$ cat src/design/lfd_pkg.sv
`timescale 1ns / 1ps
`default_nettype none

package lfd_pkg;

  localparam int unsigned LED_COUNT_W = 11;
  localparam int unsigned PIX_ADDR_W  = 12;
  localparam int unsigned LINE_IDX_W  = 8;
  localparam int unsigned APB_ADDR_W  = 3;
  localparam int unsigned APB_DATA_W  = 32;

  localparam logic [LED_COUNT_W-1:0] MaxLeds  = 11'd1024;
  localparam logic [LINE_IDX_W-1:0]  LineLast = 8'd255;

  localparam logic [7:0] ChkSeed     = 8'h55;
  localparam logic [7:0] CharUpperA  = 8'h41;
  localparam logic [7:0] CharUpperC  = 8'h43;
  localparam logic [7:0] CharLowA    = 8'h61;
  localparam logic [7:0] CharLowD    = 8'h64;
  localparam logic [7:0] CharLowM    = 8'h6d;
  localparam logic [7:0] CharNewline = 8'h0a;

  typedef enum logic {
    REG_LED_COUNT      = 1'b0,
    REG_TARGET_PRESENT = 1'b1
  } reg_idx_t;

  typedef enum logic [3:0] {
    ST_IDLE     = 4'd0,
    ST_ADA_D    = 4'd1,
    ST_ADA_A    = 4'd2,
    ST_ADA_HI   = 4'd3,
    ST_ADA_LO   = 4'd4,
    ST_ADA_CHK  = 4'd5,
    ST_ADA_DATA = 4'd6,
    ST_CMD_M    = 4'd7,
    ST_CMD_D    = 4'd8,
    ST_CMD_LINE = 4'd9
  } parse_state_t;

  typedef struct packed {
    logic [LED_COUNT_W-1:0] led_count;
    logic                   target_present;
  } cfg_t;

  typedef struct packed {
    logic                  pixel_write;
    logic [PIX_ADDR_W-1:0] pixel_addr;
    logic [7:0]            pixel_byte;
    logic                  frame_done;
    logic                  header_error;
    logic                  cmd_write;
    logic [LINE_IDX_W-1:0] cmd_index;
    logic [7:0]            cmd_byte;
    logic                  cmd_line_done;
    logic [LINE_IDX_W-1:0] cmd_length;
  } result_t;

endpackage

`default_nettype wire

$ cat src/design/lfd_cfg_regs.sv
`timescale 1ns / 1ps
`default_nettype none

module lfd_cfg_regs (
  input  wire logic                            clk,
  input  wire logic                            rst_n,
  input  wire logic                            psel,
  input  wire logic                            penable,
  input  wire logic                            pwrite,
  input  wire logic [lfd_pkg::APB_ADDR_W-1:0]  paddr,
  input  wire logic [lfd_pkg::APB_DATA_W-1:0]  pwdata,
  output logic      [lfd_pkg::APB_DATA_W-1:0]  prdata,
  output logic                                 pready,
  output lfd_pkg::cfg_t                        cfg
);

  lfd_pkg::cfg_t     cfg_r;
  lfd_pkg::cfg_t     cfg_nxt;
  lfd_pkg::reg_idx_t reg_sel;
  logic              wr_en;

  assign pready  = 1'b1;
  assign reg_sel = lfd_pkg::reg_idx_t'(paddr[2]);
  assign wr_en   = psel && penable && pwrite;

  always_comb begin
    cfg_nxt = cfg_r;
    if (wr_en) begin
      unique case (reg_sel)
        lfd_pkg::REG_LED_COUNT:
          cfg_nxt.led_count = pwdata[lfd_pkg::LED_COUNT_W-1:0];
        lfd_pkg::REG_TARGET_PRESENT:
          cfg_nxt.target_present = pwdata[0];
        default: cfg_nxt = cfg_r;
      endcase
    end
  end

  always_comb begin
    unique case (reg_sel)
      lfd_pkg::REG_LED_COUNT:
        prdata = {{(lfd_pkg::APB_DATA_W-lfd_pkg::LED_COUNT_W){1'b0}}, cfg_r.led_count};
      lfd_pkg::REG_TARGET_PRESENT:
        prdata = {{(lfd_pkg::APB_DATA_W-1){1'b0}}, cfg_r.target_present};
      default: prdata = '0;
    endcase
  end

  always_ff @(posedge clk) begin
    if (!rst_n) begin
      cfg_r.led_count      <= '0;
      cfg_r.target_present <= 1'b1;
    end else begin
      cfg_r <= cfg_nxt;
    end
  end

  assign cfg = cfg_r;

endmodule

`default_nettype wire

$ cat src/design/led_frame_and_command_deframer_core.sv
// led frame and command deframer
// input channel: one received serial byte per request (in_rx_byte) under
//   in_valid / in_ready.
// result channel: one result per input byte under out_valid / out_ready:
//   pixel store strobe with byte address and value, frame done, header
//   error, command byte store with index, and line done with length.
// config: apb-style port, led_count at 0x0, target_present at 0x4; write
//   only while the parser is idle. led_count is sampled at each good header.
// the result of a byte is registered and on the outputs in the cycle after
//   the byte is taken. throughput: one byte per cycle while the output is
//   not stalled, set by the single state register update per byte.
// stall: the output register holds its result while out_ready is low; a new
//   byte is still taken in the cycle that the held result leaves.
// reset (synchronous, rst_n low): parser to idle, counters cleared, no
//   result pending, led_count 0, target_present 1.
`timescale 1ns / 1ps
`default_nettype none

module led_frame_and_command_deframer_core (
  input  wire logic                            clk,
  input  wire logic                            rst_n,
  input  wire logic                            in_valid,
  output logic                                 in_ready,
  input  wire logic [7:0]                      in_rx_byte,
  output logic                                 out_valid,
  input  wire logic                            out_ready,
  output logic                                 out_pixel_write,
  output logic      [lfd_pkg::PIX_ADDR_W-1:0]  out_pixel_addr,
  output logic      [7:0]                      out_pixel_byte,
  output logic                                 out_frame_done,
  output logic                                 out_header_error,
  output logic                                 out_cmd_write,
  output logic      [lfd_pkg::LINE_IDX_W-1:0]  out_cmd_index,
  output logic      [7:0]                      out_cmd_byte,
  output logic                                 out_cmd_line_done,
  output logic      [lfd_pkg::LINE_IDX_W-1:0]  out_cmd_length,
  input  wire logic                            psel,
  input  wire logic                            penable,
  input  wire logic                            pwrite,
  input  wire logic [lfd_pkg::APB_ADDR_W-1:0]  paddr,
  input  wire logic [lfd_pkg::APB_DATA_W-1:0]  pwdata,
  output logic      [lfd_pkg::APB_DATA_W-1:0]  prdata,
  output logic                                 pready
);

  lfd_pkg::cfg_t         cfg;
  lfd_pkg::parse_state_t state_r, state_nxt;
  logic [7:0]                      hdr_hi_r, hdr_hi_nxt;
  logic [7:0]                      hdr_lo_r, hdr_lo_nxt;
  logic [lfd_pkg::PIX_ADDR_W-1:0]  pay_cnt_r, pay_cnt_nxt;
  logic [lfd_pkg::PIX_ADDR_W-1:0]  pay_total_r, pay_total_nxt;
  logic [lfd_pkg::LINE_IDX_W-1:0]  line_idx_r, line_idx_nxt;
  lfd_pkg::result_t      res_r, res_nxt;
  logic                  out_valid_r, out_valid_nxt;
  logic                  accept;
  logic [lfd_pkg::LED_COUNT_W-1:0] led_lim;
  logic [lfd_pkg::PIX_ADDR_W-1:0]  cnt_inc;

  lfd_cfg_regs u_cfg (
    .clk     (clk),
    .rst_n   (rst_n),
    .psel    (psel),
    .penable (penable),
    .pwrite  (pwrite),
    .paddr   (paddr),
    .pwdata  (pwdata),
    .prdata  (prdata),
    .pready  (pready),
    .cfg     (cfg)
  );

  assign in_ready = !out_valid_r || out_ready;
  assign accept   = in_valid && in_ready;

  assign led_lim = (cfg.led_count > lfd_pkg::MaxLeds) ? lfd_pkg::MaxLeds : cfg.led_count;

  always_comb begin
    state_nxt     = state_r;
    hdr_hi_nxt    = hdr_hi_r;
    hdr_lo_nxt    = hdr_lo_r;
    pay_cnt_nxt   = pay_cnt_r;
    pay_total_nxt = pay_total_r;
    line_idx_nxt  = line_idx_r;
    res_nxt       = '0;
    cnt_inc       = pay_cnt_r;
    unique case (state_r)
      lfd_pkg::ST_IDLE: begin
        if (in_rx_byte == lfd_pkg::CharUpperA) begin
          state_nxt = lfd_pkg::ST_ADA_D;
        end else if (in_rx_byte == lfd_pkg::CharUpperC) begin
          state_nxt = lfd_pkg::ST_CMD_M;
        end
      end
      lfd_pkg::ST_ADA_D: begin
        if (in_rx_byte == lfd_pkg::CharLowD) begin
          state_nxt = lfd_pkg::ST_ADA_A;
        end else begin
          state_nxt = lfd_pkg::ST_IDLE;
          res_nxt.header_error = 1'b1;
        end
      end
      lfd_pkg::ST_ADA_A: begin
        if (in_rx_byte == lfd_pkg::CharLowA) begin
          state_nxt = lfd_pkg::ST_ADA_HI;
        end else begin
          state_nxt = lfd_pkg::ST_IDLE;
          res_nxt.header_error = 1'b1;
        end
      end
      lfd_pkg::ST_ADA_HI: begin
        hdr_hi_nxt = in_rx_byte;
        state_nxt  = lfd_pkg::ST_ADA_LO;
      end
      lfd_pkg::ST_ADA_LO: begin
        hdr_lo_nxt = in_rx_byte;
        state_nxt  = lfd_pkg::ST_ADA_CHK;
      end
      lfd_pkg::ST_ADA_CHK: begin
        if ((hdr_hi_r ^ hdr_lo_r ^ lfd_pkg::ChkSeed) == in_rx_byte) begin
          pay_cnt_nxt   = '0;
          pay_total_nxt = {led_lim, 1'b0} + {1'b0, led_lim};
          state_nxt     = lfd_pkg::ST_ADA_DATA;
        end else begin
          state_nxt = lfd_pkg::ST_IDLE;
          res_nxt.header_error = 1'b1;
        end
      end
      lfd_pkg::ST_ADA_DATA: begin
        if (!cfg.target_present) begin
          state_nxt = lfd_pkg::ST_IDLE;
          res_nxt.header_error = 1'b1;
        end else begin
          if (pay_cnt_r < pay_total_r) begin
            res_nxt.pixel_write = 1'b1;
            res_nxt.pixel_addr  = pay_cnt_r;
            res_nxt.pixel_byte  = in_rx_byte;
            cnt_inc             = pay_cnt_r + 1'b1;
          end
          pay_cnt_nxt = cnt_inc;
          if (cnt_inc >= pay_total_r) begin
            state_nxt = lfd_pkg::ST_IDLE;
            res_nxt.frame_done = 1'b1;
          end
        end
      end
      lfd_pkg::ST_CMD_M: begin
        if (in_rx_byte == lfd_pkg::CharLowM) begin
          state_nxt = lfd_pkg::ST_CMD_D;
        end else begin
          state_nxt = lfd_pkg::ST_IDLE;
          res_nxt.header_error = 1'b1;
        end
      end
      lfd_pkg::ST_CMD_D: begin
        if (in_rx_byte == lfd_pkg::CharLowD) begin
          state_nxt    = lfd_pkg::ST_CMD_LINE;
          line_idx_nxt = '0;
        end else begin
          state_nxt = lfd_pkg::ST_IDLE;
          res_nxt.header_error = 1'b1;
        end
      end
      lfd_pkg::ST_CMD_LINE: begin
        if (in_rx_byte == lfd_pkg::CharNewline) begin
          res_nxt.cmd_line_done = 1'b1;
          res_nxt.cmd_length    = line_idx_r;
          state_nxt             = lfd_pkg::ST_IDLE;
        end else if (line_idx_r < lfd_pkg::LineLast) begin
          res_nxt.cmd_write = 1'b1;
          res_nxt.cmd_index = line_idx_r;
          res_nxt.cmd_byte  = in_rx_byte;
          line_idx_nxt      = line_idx_r + 1'b1;
        end
      end
      default: state_nxt = lfd_pkg::ST_IDLE;
    endcase
  end

  always_comb begin
    out_valid_nxt = out_valid_r;
    if (accept) begin
      out_valid_nxt = 1'b1;
    end else if (out_ready) begin
      out_valid_nxt = 1'b0;
    end
  end

  always_ff @(posedge clk) begin
    if (!rst_n) begin
      state_r     <= lfd_pkg::ST_IDLE;
      hdr_hi_r    <= '0;
      hdr_lo_r    <= '0;
      pay_cnt_r   <= '0;
      pay_total_r <= '0;
      line_idx_r  <= '0;
      out_valid_r <= 1'b0;
    end else begin
      out_valid_r <= out_valid_nxt;
      if (accept) begin
        state_r     <= state_nxt;
        hdr_hi_r    <= hdr_hi_nxt;
        hdr_lo_r    <= hdr_lo_nxt;
        pay_cnt_r   <= pay_cnt_nxt;
        pay_total_r <= pay_total_nxt;
        line_idx_r  <= line_idx_nxt;
      end
    end
  end

  always_ff @(posedge clk) begin
    if (accept) begin
      res_r <= res_nxt;
    end
  end

  assign out_valid         = out_valid_r;
  assign out_pixel_write   = res_r.pixel_write;
  assign out_pixel_addr    = res_r.pixel_addr;
  assign out_pixel_byte    = res_r.pixel_byte;
  assign out_frame_done    = res_r.frame_done;
  assign out_header_error  = res_r.header_error;
  assign out_cmd_write     = res_r.cmd_write;
  assign out_cmd_index     = res_r.cmd_index;
  assign out_cmd_byte      = res_r.cmd_byte;
  assign out_cmd_line_done = res_r.cmd_line_done;
  assign out_cmd_length    = res_r.cmd_length;

endmodule

`default_nettype wire

$ cat config.mk
export PLATFORM = sky130hd
export DESIGN_NAME = led_frame_and_command_deframer_core
export DESIGN_NICKNAME = d
export VERILOG_FILES = /design/src/design/lfd_pkg.sv /design/src/design/lfd_cfg_regs.sv /design/src/design/led_frame_and_command_deframer_core.sv
export SDC_FILE = /design/constraint.sdc
export NUM_CORES = 1
export LEC_CHECK = 0
export BUFFER_PORTS_ARGS = -buffer_cell sky130_fd_sc_hd__buf_2
export CORE_MARGIN = 3
export CORE_UTILIZATION = 55
export DETAILED_ROUTE_END_ITERATION = 12
export MAX_ROUTING_LAYER = met4
export PLACE_DENSITY = 0.8
export RECOVER_POWER = 50
export SLEW_MARGIN = 20
export SYNTH_ARGS = -nofsm -noshare
export SYNTH_HDL_FRONTEND = slang
export SYNTH_SLANG_ARGS = --single-unit
$ cat constraint.sdc
create_clock -name clk -period 8.9 [get_ports clk]
set_input_delay 0.89 -clock clk [delete_from_list [all_inputs] [get_ports clk]]
set_output_delay 0.89 -clock clk [all_outputs]
set_load 0.1 [all_outputs]
==> reports/results.ini <==
[detailed_routing]
drt-total-wl_um = 14400
firstDrtPassIters = 5
drcViolationCount = 0
ant_nets = 0
drtIter0Drc = 372
viasPerCell = 5.77
wl_per_cell_um = 16.3
dr_total_vias = 5116

[clock_tree]
cts.path.max_buffers = 2
clk-insertion-delay-late_ps = 420
cts_resized = 0
htree_levels = 4
cts_tree = done
post_cts_buffers = 0
numCtsBuffers = 17
cts_hold_buf = 0
clock-sinks = 114
clk_pin_slew_worst_paths_ps = 50
cts_root_buf = clkbuf_16

[logic_synthesis]
seq_area_frac_synth_pct = 43.0
synth_top_cells_by_area = edfxtp_1 (23%), dfxtp_1 (20%), ha_1 (6.8%)
synth_warnings = 0
ys_ff_latch = 114
syn_area_per_cell_um2 = 9.73
synthArstFlopShare_pct = 0
yosysTopAreaCell = edfxtp_1
syn_inst = 663
synth_top_area_share_pct = 22.8
synth_cell_type_count = 65
ys.flop_type = dfxtp_1
syn_area_mm2 = 0.00645
synth_edf_count = 49

[timing]
skew_ps = 11.4
tightest_slew_ps = 3180
relSlewSlack_pct = -112
hold_viol = 0
fmaxAchievable_ghz = 0.196
finalSetupViolCount = 0
fin_crit_ps = 5100
setup_slack_ps = 3800
rsz0062_at_grt = false
finalCritPeriodShare_pct = 57.3
slew_violations = 53
hold_slack_ps = 474
finalSetupTns_ps = 0

[global_routing]
busiest_layer = met2
grt_pass1_wl_um = 23500
gr-total-overflow = 0
grt_use_met1_pct = 28.8
grt_use_met2_pct = 36.8
grt_usage_pct = 23.1
grt_use_met3_pct = 5.87
grt_pass1_vias = 4951
grt_max_degree = 53
grt_antenna_before_repair = 0

[pwr]
power_density_mw_per_mm2 = 212
vdd_drop_max_v = 0.000140
leakage_nw = 3.28
total_power_mw = 1.56

[setup_path]
cp_max_fo = 52
cp_data_arrival_time_ps = 5340
start_kind = input port
max_stage_delay_ps = 2330
cp_cell_sequence = buf_2 > nand2b_1 > and2_0 > nand3_1 > mux2i_1 > nor2_1
required_ps = 9140
worstSetupPathType = input port to register
slowest_stage = and2_0
worstSetupEndpointType = register

[floorplanning]
dieHeight_um = 114
core_area_mm2 = 0.0111
io_pins = 134
initial_core_util_pct = 58.0
design.die.area_mm2 = 0.0131
die_w_um = 114
rows = 38

[place]
pre_cts_ws_ps = 4740
port_buffers = 88
place_congestion = 0.847
dp_hpwl_um = 9860

[layout]
syn_to_final_growth_pct = 13.9
drive_gt1_share_pct = 10.6
layout_common_cells = dfxtp_1 (65), nand2_1 (61), nor2_1 (58)
layout_commonest_cell = dfxtp_1
n_antenna_cell = 0
nNetsFinal = 820
fill_cells = 865

[outcome]
violations = capacitance limit, slew limit
status = finished with violations

[job]
maxCapViolations = 1

[worst_hold_path]
holdCritPathClass = register to register

==> report_power, final <==
group / total [mW] / internal (mW) / leakage [nW] / switching, mW
clock: 0.664 / 0.392 / 0.273 / 0.272
sequential: 0.604 / 0.572 / 1.02 / 0.0321
combinational: 0.290 / 0.0662 / 1.99 / 0.224
total: 1.56 / 1.03 / 3.28 / 0.528
==> cell families after synthesis <==
kind of cell             share of synthesized area [%]
multiplexers                                      4.36
flip-flops                                        43.0
AO/OA/AOI/OAI                                     11.2
adder cells (fa/ha/maj)                           7.10
buffers and inverters                             5.86
XOR/XNOR                                          5.99
other                                            0.116
AND/OR/NAND/NOR                                   22.4
==> cells in the mapped netlist, types with 3 or more instances <==
cell type  instances
clkbuf_1          25
nand4_1           10
nand3_1           12
o211ai_1           7
nor2b_1           25
nor2_1            58
a211o_1            3
xor2_1            13
edfxtp_1          49
nor3_1             7
a21o_1             8
nand2_1           61
buf_2              8
nand3b_1           5
inv_1             17
xor3_1             4
and2_1            30
nand2b_1          10
xnor3_1            4
a221o_1            3
o211a_1            3
a211oi_1           3
a21oi_1           33
o21a_1             7
o21ai_0           11
nor4_1             5
ha_1              35
and3_1            30
mux2i_1           27
a31oi_1            6
nor3b_1            4
dfxtp_1           65
buf_4             23
xnor2_1           10
==> cell type report <==
class                      count  area [um2]  share of cell area [%]
clock inverter                15         149                    2.03
timing repair buffer          89         385                    5.24
clock buffer                  17         425                    5.79
multi-input combinational    494        3380                    45.9
sequential                   114        2770                    37.7
tap                          140         175                    2.38
inverter                      18        67.6                   0.919
==> routing by layer <==
layer | wire length, um | vias up | part of all wire [%]
met5 | 0 | - | 0
met4 | 209 | 0 | 1.4
met3 | 1350 | 25 | 9.3
met2 | 6770 | 260 | 47
met1 | 6120 | 2382 | 42
li1 | - | 2449 | -
==> worst paths after layout <==
path | start | to | slack, ps | depth (start not counted)
worst max-delay path | out_ready | hdr_lo_r[5] | 3800 | 6
worst min-delay path | u_cfg.cfg[10] | u_cfg.cfg[10] | 470 | 2
worst max register to register | out_valid | hdr_lo_r[5] | 4050 | 5
worst min register to register | u_cfg.cfg[10] | u_cfg.cfg[10] | 470 | 2
==> state kept, by name, indices dropped and copies added (netlist names) <==
name,count
out_cmd_line_done,1
out_cmd_length,8
pay_cnt_r,12
hdr_hi_r,8
out_pixel_byte,8
pay_total_r,12
out_pixel_addr,12
out_header_error,1
hdr_lo_r,8
u_cfg.cfg,12
out_cmd_write,1
out_valid,1
state_r,4
out_frame_done,1
out_cmd_index,8
out_cmd_byte,8
out_pixel_write,1
line_idx_r,8
==> critical path: cells and delay by family <==
family                 cells  cell delay (ps)
AND/OR/NAND/NOR            4             3910
multiplexers               1              460
buffers and inverters      1               70
==> stage by stage <==
step	instance area, um2	std cells	utilization, %
detailed placement	6840	855	61.5
CTS	7410	887	66.6
finish	7350	887	66.1
floorplan	6530	683	-
global route	7350	887	66.1
global placement	6840	855	61.5
No activity file was read; power rests on OpenSTA's default activity.
